### src/hdl/pal_pkg.sv
// Package for the positional array list: payload words, request and status codes,
// controller states and the command/status structs between controller and datapath.
// No dependencies.
`timescale 1ns / 1ps

package pal_pkg;

   // Request kinds
   typedef enum logic [2:0] {
      KIND_APPEND     = 3'd0,
      KIND_PUSH_FRONT = 3'd1,
      KIND_POP_FRONT  = 3'd2,
      KIND_POP_BACK   = 3'd3,
      KIND_INSERT_AT  = 3'd4,
      KIND_DELETE_AT  = 3'd5,
      KIND_SEARCH     = 3'd6,
      KIND_READ       = 3'd7
   } kind_type;

   // Result status codes
   typedef enum logic [1:0] {
      ST_OK    = 2'd0,
      ST_EMPTY = 2'd1,
      ST_RANGE = 2'd2,
      ST_FULL  = 2'd3
   } status_type;

   // Request word
   typedef struct packed {
      kind_type           kind;
      logic signed [31:0] value;
      logic [7:0]         position;
   } req_type;

   // Result word
   typedef struct packed {
      status_type         status;
      logic               found;
      logic signed [31:0] read_value;
      logic [6:0]         element_count;
   } rsp_type;

   // Load source for the pointer and target registers
   typedef enum logic [1:0] {
      SEL_COUNT = 2'd0,
      SEL_ZERO  = 2'd1,
      SEL_POSM1 = 2'd2
   } sel_type;

   // Memory read address source
   typedef enum logic [1:0] {
      RD_PTR_M1 = 2'd0,
      RD_PTR_P1 = 2'd1,
      RD_PTR    = 2'd2,
      RD_POSM1  = 2'd3
   } addr_sel_type;

   // Controller states
   typedef enum logic [3:0] {
      S_IDLE,
      S_DECIDE,
      S_UP_TEST,
      S_UP_WR,
      S_DN_TEST,
      S_DN_WR,
      S_SC_TEST,
      S_SC_CMP,
      S_RD_WAIT,
      S_FINISH
   } state_type;

   // Controller to datapath
   typedef struct packed {
      logic         load_req;
      logic         set_status;
      status_type   status_code;
      logic         tgt_load;
      sel_type      tgt_sel;
      logic         ptr_load;
      sel_type      ptr_sel;
      logic         ptr_inc;
      logic         ptr_dec;
      logic         mem_rd;
      addr_sel_type rd_sel;
      logic         mem_wr;
      logic         wr_value;
      logic         cnt_inc;
      logic         cnt_dec;
      logic         cmp_en;
      logic         rd_capture;
      logic         rsp_load;
   } cmd_type;

   // Datapath to controller
   typedef struct packed {
      kind_type kind;
      logic     full;
      logic     empty;
      logic     ins_pos_ok;
      logic     del_pos_ok;
      logic     ptr_gt_tgt;
      logic     ptr_p1_lt_cnt;
      logic     ptr_lt_cnt;
   } stat_type;

endpackage

### src/hdl/positional_array_list.sv
// Top level of the positional array list: controller plus datapath.
// Depends on pal_pkg, pal_ctrl and pal_dpath.
//
//   channel  ports                              word
//   request  req_valid, req_ready, req_data     req_type (kind, value, position)
//   result   rsp_valid, rsp_ready, rsp_data     rsp_type (status, found, read_value,
//                                               element_count)
//
// Pop back and a refused request move no words, read makes one memory read, and
// insert, append, push front and deletes move n words; search compares every held word.
// Every element move and compare goes through the element memory, which has one
// read port and one write port, one read and one write per step.
// Reset clears the count; the memory is not cleared.
// A finished result waits in the output register; the next word is taken while
// it waits, and is held in its last state until the output register frees.
`timescale 1ns / 1ps

module positional_array_list
   import pal_pkg::*;
#(
   parameter int DEPTH = 64
) (
   input  logic    clock,
   input  logic    reset,
   input  logic    req_valid,
   output logic    req_ready,
   input  req_type req_data,
   output logic    rsp_valid,
   input  logic    rsp_ready,
   output rsp_type rsp_data
);

   cmd_type  cmd;
   stat_type stat;

   pal_ctrl u_ctrl (
      .clock     (clock),
      .reset     (reset),
      .req_valid (req_valid),
      .req_ready (req_ready),
      .rsp_valid (rsp_valid),
      .rsp_ready (rsp_ready),
      .stat      (stat),
      .cmd       (cmd)
   );

   pal_dpath #(
      .DEPTH (DEPTH)
   ) u_dpath (
      .clock    (clock),
      .reset    (reset),
      .req_data (req_data),
      .cmd      (cmd),
      .stat     (stat),
      .rsp_data (rsp_data)
   );

endmodule

### src/hdl/pal_dpath.sv
// Datapath of the positional array list: element memory, count, pointer, request
// and result registers. Driven by pal_ctrl commands. Depends on pal_pkg.
`timescale 1ns / 1ps

module pal_dpath
   import pal_pkg::*;
#(
   parameter int DEPTH = 64
) (
   input  logic     clock,
   input  logic     reset,
   input  req_type  req_data,
   input  cmd_type  cmd,
   output stat_type stat,
   output rsp_type  rsp_data
);

   localparam int CNT_W = $clog2(DEPTH + 1);
   localparam int IDX_W = $clog2(DEPTH);
   localparam int POS_W = 8;
   localparam int CMP_W = ((CNT_W > POS_W) ? CNT_W : POS_W) + 1;

   logic signed [31:0] mem [DEPTH];

   req_type            req_ff;
   logic [CNT_W-1:0]   count_ff, count_in;
   logic [CNT_W-1:0]   ptr_ff, ptr_in;
   logic [CNT_W-1:0]   tgt_ff, tgt_in;
   logic signed [31:0] rdata_ff;
   status_type         status_ff;
   logic               found_ff;
   logic signed [31:0] rd_ff;
   rsp_type            rsp_ff;

   logic [CMP_W-1:0]   pos_ext, cnt_ext;
   logic [CNT_W-1:0]   posm1;
   logic [CNT_W-1:0]   rd_addr;

   // Position checks against the current count
   assign pos_ext = CMP_W'(req_ff.position);
   assign cnt_ext = CMP_W'(count_ff);
   assign posm1   = CNT_W'(pos_ext - CMP_W'(1));

   always_comb begin
      stat.kind          = req_ff.kind;
      stat.full          = (count_ff == CNT_W'(DEPTH));
      stat.empty         = (count_ff == '0);
      stat.ins_pos_ok    = (pos_ext != '0) && (pos_ext <= cnt_ext + CMP_W'(1));
      stat.del_pos_ok    = (pos_ext != '0) && (pos_ext <= cnt_ext);
      stat.ptr_gt_tgt    = (ptr_ff > tgt_ff);
      stat.ptr_p1_lt_cnt = ({1'b0, ptr_ff} + (CNT_W + 1)'(1)) < {1'b0, count_ff};
      stat.ptr_lt_cnt    = (ptr_ff < count_ff);
   end

   // Select pointer, target and read address
   always_comb begin
      unique case (cmd.ptr_sel)
         SEL_COUNT: ptr_in = count_ff;
         SEL_ZERO:  ptr_in = '0;
         SEL_POSM1: ptr_in = posm1;
         default:   ptr_in = '0;
      endcase
      if (!cmd.ptr_load) begin
         if (cmd.ptr_inc) begin
            ptr_in = ptr_ff + CNT_W'(1);
         end else if (cmd.ptr_dec) begin
            ptr_in = ptr_ff - CNT_W'(1);
         end else begin
            ptr_in = ptr_ff;
         end
      end

      unique case (cmd.tgt_sel)
         SEL_COUNT: tgt_in = count_ff;
         SEL_ZERO:  tgt_in = '0;
         SEL_POSM1: tgt_in = posm1;
         default:   tgt_in = '0;
      endcase
      if (!cmd.tgt_load) begin
         tgt_in = tgt_ff;
      end

      unique case (cmd.rd_sel)
         RD_PTR_M1: rd_addr = ptr_ff - CNT_W'(1);
         RD_PTR_P1: rd_addr = ptr_ff + CNT_W'(1);
         RD_PTR:    rd_addr = ptr_ff;
         RD_POSM1:  rd_addr = posm1;
         default:   rd_addr = ptr_ff;
      endcase

      count_in = count_ff;
      if (cmd.cnt_inc) begin
         count_in = count_ff + CNT_W'(1);
      end else if (cmd.cnt_dec) begin
         count_in = count_ff - CNT_W'(1);
      end
   end

   // Count is the only register here with a reset
   always_ff @(posedge clock) begin
      if (reset) begin
         count_ff <= '0;
      end else begin
         count_ff <= count_in;
      end
   end

   // Element memory: one read, one write per cycle
   always_ff @(posedge clock) begin
      if (cmd.mem_wr) begin
         mem[ptr_ff[IDX_W-1:0]] <= cmd.wr_value ? req_ff.value : rdata_ff;
      end
      if (cmd.mem_rd) begin
         rdata_ff <= mem[rd_addr[IDX_W-1:0]];
      end
   end

   // Request, pointer and result fields
   always_ff @(posedge clock) begin
      ptr_ff <= ptr_in;
      tgt_ff <= tgt_in;
      if (cmd.load_req) begin
         req_ff    <= req_data;
         status_ff <= ST_OK;
         found_ff  <= 1'b0;
         rd_ff     <= '0;
      end else begin
         if (cmd.set_status) begin
            status_ff <= cmd.status_code;
         end
         if (cmd.cmp_en && (rdata_ff == req_ff.value)) begin
            found_ff <= 1'b1;
         end
         if (cmd.rd_capture) begin
            rd_ff <= rdata_ff;
         end
      end
      if (cmd.rsp_load) begin
         rsp_ff.status        <= status_ff;
         rsp_ff.found         <= found_ff;
         rsp_ff.read_value    <= rd_ff;
         rsp_ff.element_count <= 7'(count_ff);
      end
   end

   assign rsp_data = rsp_ff;

endmodule

### src/hdl/pal_ctrl.sv
// Controller of the positional array list: sequences shifts, scans and reads
// over the datapath and runs both handshakes. Depends on pal_pkg.
`timescale 1ns / 1ps

module pal_ctrl
   import pal_pkg::*;
(
   input  logic     clock,
   input  logic     reset,
   input  logic     req_valid,
   output logic     req_ready,
   output logic     rsp_valid,
   input  logic     rsp_ready,
   input  stat_type stat,
   output cmd_type  cmd
);

   state_type state_ff, state_in;
   logic      rsp_valid_ff, rsp_valid_in;

   // State and result-valid registers
   always_ff @(posedge clock) begin
      if (reset) begin
         state_ff     <= S_IDLE;
         rsp_valid_ff <= 1'b0;
      end else begin
         state_ff     <= state_in;
         rsp_valid_ff <= rsp_valid_in;
      end
   end

   assign req_ready = (state_ff == S_IDLE);
   assign rsp_valid = rsp_valid_ff;

   // Next state and commands
   always_comb begin
      state_in     = state_ff;
      cmd          = '0;
      rsp_valid_in = rsp_valid_ff && !rsp_ready;

      unique case (state_ff)
         S_IDLE: begin
            if (req_valid) begin
               cmd.load_req = 1'b1;
               state_in     = S_DECIDE;
            end
         end

         S_DECIDE: begin
            unique case (stat.kind)
               KIND_APPEND, KIND_PUSH_FRONT, KIND_INSERT_AT: begin
                  if (stat.full) begin
                     cmd.set_status  = 1'b1;
                     cmd.status_code = ST_FULL;
                     state_in        = S_FINISH;
                  end else if ((stat.kind == KIND_INSERT_AT) && !stat.ins_pos_ok) begin
                     cmd.set_status  = 1'b1;
                     cmd.status_code = ST_RANGE;
                     state_in        = S_FINISH;
                  end else begin
                     cmd.tgt_load = 1'b1;
                     cmd.tgt_sel  = (stat.kind == KIND_APPEND)     ? SEL_COUNT :
                                    (stat.kind == KIND_PUSH_FRONT) ? SEL_ZERO : SEL_POSM1;
                     cmd.ptr_load = 1'b1;
                     cmd.ptr_sel  = SEL_COUNT;
                     state_in     = S_UP_TEST;
                  end
               end
               KIND_POP_FRONT, KIND_DELETE_AT: begin
                  if (stat.empty) begin
                     cmd.set_status  = 1'b1;
                     cmd.status_code = ST_EMPTY;
                     state_in        = S_FINISH;
                  end else if ((stat.kind == KIND_DELETE_AT) && !stat.del_pos_ok) begin
                     cmd.set_status  = 1'b1;
                     cmd.status_code = ST_RANGE;
                     state_in        = S_FINISH;
                  end else begin
                     cmd.ptr_load = 1'b1;
                     cmd.ptr_sel  = (stat.kind == KIND_POP_FRONT) ? SEL_ZERO : SEL_POSM1;
                     state_in     = S_DN_TEST;
                  end
               end
               KIND_POP_BACK: begin
                  if (stat.empty) begin
                     cmd.set_status  = 1'b1;
                     cmd.status_code = ST_EMPTY;
                  end else begin
                     cmd.cnt_dec = 1'b1;
                  end
                  state_in = S_FINISH;
               end
               KIND_SEARCH: begin
                  cmd.ptr_load = 1'b1;
                  cmd.ptr_sel  = SEL_ZERO;
                  state_in     = S_SC_TEST;
               end
               KIND_READ: begin
                  if (!stat.del_pos_ok) begin
                     cmd.set_status  = 1'b1;
                     cmd.status_code = ST_RANGE;
                     state_in        = S_FINISH;
                  end else begin
                     cmd.mem_rd = 1'b1;
                     cmd.rd_sel = RD_POSM1;
                     state_in   = S_RD_WAIT;
                  end
               end
               default: state_in = S_FINISH;
            endcase
         end

         // Open a gap: move words up one place from the back down to the target
         S_UP_TEST: begin
            if (stat.ptr_gt_tgt) begin
               cmd.mem_rd = 1'b1;
               cmd.rd_sel = RD_PTR_M1;
               state_in   = S_UP_WR;
            end else begin
               cmd.mem_wr   = 1'b1;
               cmd.wr_value = 1'b1;
               cmd.cnt_inc  = 1'b1;
               state_in     = S_FINISH;
            end
         end

         S_UP_WR: begin
            cmd.mem_wr  = 1'b1;
            cmd.ptr_dec = 1'b1;
            state_in    = S_UP_TEST;
         end

         // Close a gap: move words down one place toward the front
         S_DN_TEST: begin
            if (stat.ptr_p1_lt_cnt) begin
               cmd.mem_rd = 1'b1;
               cmd.rd_sel = RD_PTR_P1;
               state_in   = S_DN_WR;
            end else begin
               cmd.cnt_dec = 1'b1;
               state_in    = S_FINISH;
            end
         end

         S_DN_WR: begin
            cmd.mem_wr  = 1'b1;
            cmd.ptr_inc = 1'b1;
            state_in    = S_DN_TEST;
         end

         // Scan held words for a match
         S_SC_TEST: begin
            if (stat.ptr_lt_cnt) begin
               cmd.mem_rd = 1'b1;
               cmd.rd_sel = RD_PTR;
               state_in   = S_SC_CMP;
            end else begin
               state_in = S_FINISH;
            end
         end

         S_SC_CMP: begin
            cmd.cmp_en  = 1'b1;
            cmd.ptr_inc = 1'b1;
            state_in    = S_SC_TEST;
         end

         S_RD_WAIT: begin
            cmd.rd_capture = 1'b1;
            state_in       = S_FINISH;
         end

         // Hand the result word to the output register once it is free
         S_FINISH: begin
            if (!rsp_valid_ff || rsp_ready) begin
               cmd.rsp_load = 1'b1;
               rsp_valid_in = 1'b1;
               state_in     = S_IDLE;
            end
         end

         default: state_in = S_IDLE;
      endcase
   end

endmodule
### config.mk
export PLATFORM = sky130hd
export DESIGN_NAME = positional_array_list
export DESIGN_NICKNAME = d
export VERILOG_FILES = /design/src/hdl/pal_pkg.sv /design/src/hdl/positional_array_list.sv /design/src/hdl/pal_dpath.sv /design/src/hdl/pal_ctrl.sv
export SDC_FILE = /design/constraint.sdc
export NUM_CORES = 2
export LEC_CHECK = 0
export ABC_AREA = 1
export BUFFER_PORTS_ARGS = -buffer_cell sky130_fd_sc_hd__clkbuf_2
export CORE_MARGIN = 10
export CORE_UTILIZATION = 35
export DETAILED_ROUTE_END_ITERATION = 16
export SYNTH_ARGS = -nofsm -noshare
export SYNTH_HDL_FRONTEND = slang
export SYNTH_HIERARCHICAL = 1
export SYNTH_SLANG_ARGS = --single-unit
### constraint.sdc
create_clock -name clock -period 5.35 [get_ports clock]
set_input_delay 0 -clock clock [delete_from_list [all_inputs] [get_ports clock]]
set_output_delay 0 -clock clock [all_outputs]
set_load 0.1 [all_outputs]
== Word level (Yosys, flattened, before mapping) ==
Memories as Yosys holds them, arrays and structs flattened. A register that Yosys moved wholly into a read port is not among the register bits.
Cells that the tools add are included.

* Add/sub/neg operators: 7
* Magnitude comparators: 5
* Equal/unequal tests: 25
* Muxes and demuxes: 63
* Reduce and logical (&&, ||, !) cells: 25

{| class="wikitable"
|+ Operators by type and width
! cell !! count
|-
| two-way mux 3 bit || 15
|-
| one-hot mux 4 bit (10 select lines) || 1
|-
| two-way mux 4 bit || 9
|-
| two-way mux 7 bit || 5
|-
| equality test 32 bit || 1
|-
| two-way mux 32 bit || 1
|-
| one-hot mux 7 bit (2 select lines) || 2
|-
| one-hot mux 3 bit (4 select lines) || 2
|-
| one-hot mux 6 bit (4 select lines) || 1
|-
| subtractor 7 x 1 -> 7 bit, second input constant || 3
|-
| one-hot mux 4 bit (5 select lines) || 1
|-
| adder 7 x 1 -> 8 bit, second input constant || 2
|-
| equality test 4 x 3 -> 1 bit, second input constant || 4
|-
| two-way mux 1 bit || 16
|-
| adder 7 x 1 -> 7 bit, second input constant || 2
|-
| equality test 3 bit, second input constant || 4
|-
| two-way mux 6 bit || 2
|-
| two-way mux 9 bit || 1
|-
| one-hot mux 3 bit (3 select lines) || 1
|-
| nonzero test 9 bit || 1
|-
| equality test 2 bit, second input constant || 4
|-
| equality test 4 x 2 -> 1 bit, second input constant || 2
|-
| equality test 4 bit, second input constant || 2
|-
| less-or-equal comparator 8 x 7 -> 1 bit || 1
|-
| 25 further kinds || 42
|}

* Register bits: 146
* Memory bits (writable): 2048
* Output and inout bits: 44
* Word-level logic and storage cells: 141
* Memories kept: 1

{| class="wikitable"
|+ Memories
! memory !! words !! width !! rd ports !! clocked after memory_dff !! wr ports !! RTL line !! source
|-
| u_dpath.mem || 64 || 32 || 1 || 1 || 1 || pal_dpath.sv:23 || <nowiki>logic signed [31:0] mem [DEPTH];</nowiki>
|}

== Longest topological paths before layout ==
* Depth after elaboration: 12
* Depth in mapped cells: 29

== Cells and area by module ==
Netlist, hierarchy kept.

{| class="wikitable"
|+ Modules (own cells, without submodules)
! module !! times used !! cells an instance !! area each (µm²)
|-
| pal_dpath || 1 || 8334 || 93887.5
|-
| pal_ctrl || 1 || 137 || 732.0
|}

== Worst setup path before layout ==
No wires, ideal clock.

* Path type: reg2reg
* From: register u_dpath.ptr_ff[1]
* To: memory u_dpath.mem[33][0], enable pin
* Library setup time: 0.502 ns
* Data arrival time: 4.927 ns
* Data required time: 4.848 ns
* Setup slack: -0.079 ns
* Cell stages (with the launch flop): 14
* Buffers on the path: 1
* Clock period less this slack: 5.429 ns
* Cells stage by stage: edfxtp_1 ha_1 inv_1 nor2_1 nor2_1 nor2_1 o21bai_1 a32oi_1 inv_1 nand2_1 nand2_1 clkbuf_1 nand3_1 nor4_1

{| class="wikitable"
|+ RTL lines
! what !! RTL line !! source
|-
| from (decl) || pal_dpath.sv:27 || <nowiki>logic [CNT_W-1:0] ptr_ff, ptr_in;</nowiki>
|-
| from (signal assigned) || pal_dpath.sv:120 || <nowiki>ptr_ff <= ptr_in;</nowiki>
|-
| to (decl) || pal_dpath.sv:23 ||
|}

==> impl_metrics.ini <==
[sta]
hold_violations = 0
setup_ws_ns = 0.258
slew_headroom = 0.167
tightestPinTransition_ns = 1.25
period_minus_slack_ns = 5.09
whs_ns = 0.0849
min_period_over_period = 0.952
finalSetupViolations = 0
slew_violations = 0
rsz0062_at_grt = no
clock.fmax_mhz = 196
skew_ns = 0.0634

[critical_path]
cp.arrival_ns = 5.82
cpPeakStageDelay_ns = 0.50
worstPathRequired_ns = 6.08
path_max_fanout = 29
criticalPathCategory = flip-flop to flip-flop
crit_buf_inv = 7
critPathLaunch = u_dpath/ptr_ff[0]
reg2reg_depth = 27
worstSetupEndpoint = u_dpath/rdata_ff[4]
startpoint_type = flip-flop
critPathTopFamily = simple AND/OR/NAND/NOR gates
reg2reg_to = u_dpath/rdata_ff[4]
crit_path_frequent_cell = nand2_1
slowest_stage = edfxtp_1
r2r_start = u_dpath/ptr_ff[0]
crit_cells = 27
rrSetupSlack_ns = 0.26
end_kind = flip-flop

[power_and_ir_drop]
total_power_w = 0.0631
peakVddDrop_mv = 0.382
p_leak_nw = 41.1
powerDensity_nw_per_um2 = 577

[finish]
nNetsFinal = 8806
layout.cells.most_common_list = nand2_1, edfxtp_1, nand3_1, inv_1, o21ai_1
drive_gt1_frac = 0.0994
final_common_cell = nand2_1
areaGrowthSynthToFinish_pct = 15.6
stdcell_count = 12400
final_cell_area_um2 = 109000

[synth]
synth_edf_count = 2179
synth_top_cell_by_area = edfxtp_1
syn_area_um2 = 94600
synth_top_area_frac = 0.692
synth_seq_cells = 2226
synth_warnings = 6
netlist_top_cells_area = edfxtp_1, nand2_1, nand3_1, inv_1, o21ai_1
postSynthAreaPerCell_um2 = 11.2
ys_seq_area_frac = 0.701
netlist_instances = 8471
async_flop_share = 0
synth_cell_types = 45
syn_nets = 8564
synth_flop_cell = edfxtp_1

[grt]
grt_max_degree = 138
grt_pass1_vias = 61800
antenna_found_initial = 16
overflow = 0
grt_pass1_wl_um = 421000
grt_usage = 0.190

[min_path]
worstHoldStart = reset
hold_path_class = input pin to flip-flop

[place]
numPlacedInstances = 11900
place_area_um2 = 102000
place_congestion = 0.858
pre_cts_slack_ns = 0.211
port_buffers = 90
hpwl_um = 169000

[cts]
clk_path_buf_depth = 4
tritoncts = done
clkLatencyLatePin_ns = 0.90
clock-sinks = 2226
cts_root_buf = clkbuf_16
path_clk_slew_ns = 0.07
cts_made_buffers = 221
cts_htree_levels = 4

[run_status]
status = complete, no violations

[floorplan]
core_um2 = 269000
die-height_um = 540
dieArea_um2 = 292000
die_x_um = 540
start_util = 0.352
ioPinCount = 91
row_count = 190

[route]
vias_per_cell = 5.26
drc = 0
wl_per_cell_um = 23.3
drt_iter0_drc = 8129
num_vias = 65400
wl_um = 289000
drtPass1Iterations = 6
ant_nets = 0

[run]
maxCapViolCount = 0
sequential cells by signal, summed over array words and instances, names as in the netlist, 8 cells and up:
name	cells
u_dpath/req_ff	32
u_dpath/rsp_data	42
u_dpath/mem	2048
u_dpath/rdata_ff	32
u_dpath/pos_ext	8
u_dpath/rd_ff	32
synthesized netlist by cell type, types with 2 or more instances:
cell type / instances
clkinv_1: 4
a211oi_1: 35
a31oi_1: 2
o21ai_1: 559
buf_1: 19
nand4_1: 205
nand2_1: 2313
edfxtp_1: 2179
o22ai_1: 17
o21bai_1: 2
o21ai_0: 161
a21oi_1: 35
nor2_1: 138
ha_1: 45
xor2_1: 23
inv_1: 953
buf_2: 343
nand3_2: 4
nor3_1: 22
o21a_1: 2
xnor2_1: 10
inv_2: 10
buf_4: 13
o221ai_1: 5
clkbuf_1: 140
nand2_2: 5
nor4_1: 8
nand3_1: 970
o211ai_1: 177
dfxtp_1: 47
nor2_2: 5
or2_2: 7
how the worst min path moves through the flow:
stage	end	slack, ns	cells past startpoint
floorplan	u_ctrl/state_ff[0]	0.07	1
global placement	u_dpath/req_ff[22]	0.18	1
detailed placement	u_dpath/req_ff[12]	0.18	1
CTS	u_ctrl/state_ff[2]	0.03	3
global route	u_ctrl/state_ff[2]	0.13	3
finish	u_ctrl/state_ff[2]	0.08	3
report_power, final:
part | switching [W] | leakage [nW] | internal [W] | total [W]
clock network | 0.00662 | 3.31 | 0.00822 | 0.0148
logic | 0.0194 | 17.7 | 0.00749 | 0.0269
registers | 0.000369 | 20.0 | 0.0210 | 0.0214
total | 0.0264 | 41.1 | 0.0367 | 0.0631
metrics by stage:
stage                     TNS, ns   util
final                           0  0.407
after global routing            0  0.407
after CTS                       0  0.407
after detailed placement        0  0.378
after global placement          0  0.378
after floorplan            -15.12      -
repair_timing:
item | CTS | global route
gates resized for setup | 0 | 8
setup endpoints to repair | 0 | 8
setup buffers | 0 | 1
hold buffers | 91 | 0
endpoints found under the hold margin | 98 | 0
tightest hold or removal path: stages:
cell           delay [ns]
dlygate4sd3_1        0.53
clkbuf_2             0.30
a21oi_1              0.07
cell type report:
class,count,area (um2)
Antenna cell,4,10.0
Fill cell,25100,159000
Inverter,968,3660
Clock buffer,271,5820
Clock inverter,125,926
Timing Repair Buffer,535,4980
Sequential cell,2226,66400
Multi-Input combinational cell,4761,23100
Tap cell,3552,4440
logic make-up after synthesis:
| kind of cell | count (synthesis) | synth area share |
|---|---|---|
| simple gates | 3682 | 0.166 |
| fa+ha+maj | 46 | 0.00616 |
| flops | 2226 | 0.701 |
| compound gates | 1000 | 0.0593 |
| buf+inv | 1484 | 0.0640 |
| xor+xnor | 33 | 0.00305 |
per-layer routing:
metal | vias up | track usage | part of all wire
met5 | - | 0 | 0
met4 | 0 | 0.0750 | 0.041
met3 | 578 | 0.0373 | 0.10
met2 | 3180 | 0.302 | 0.45
met1 | 31900 | 0.256 | 0.40
li1 | 29700 | - | -
Power figures use the tool's default switching activity.
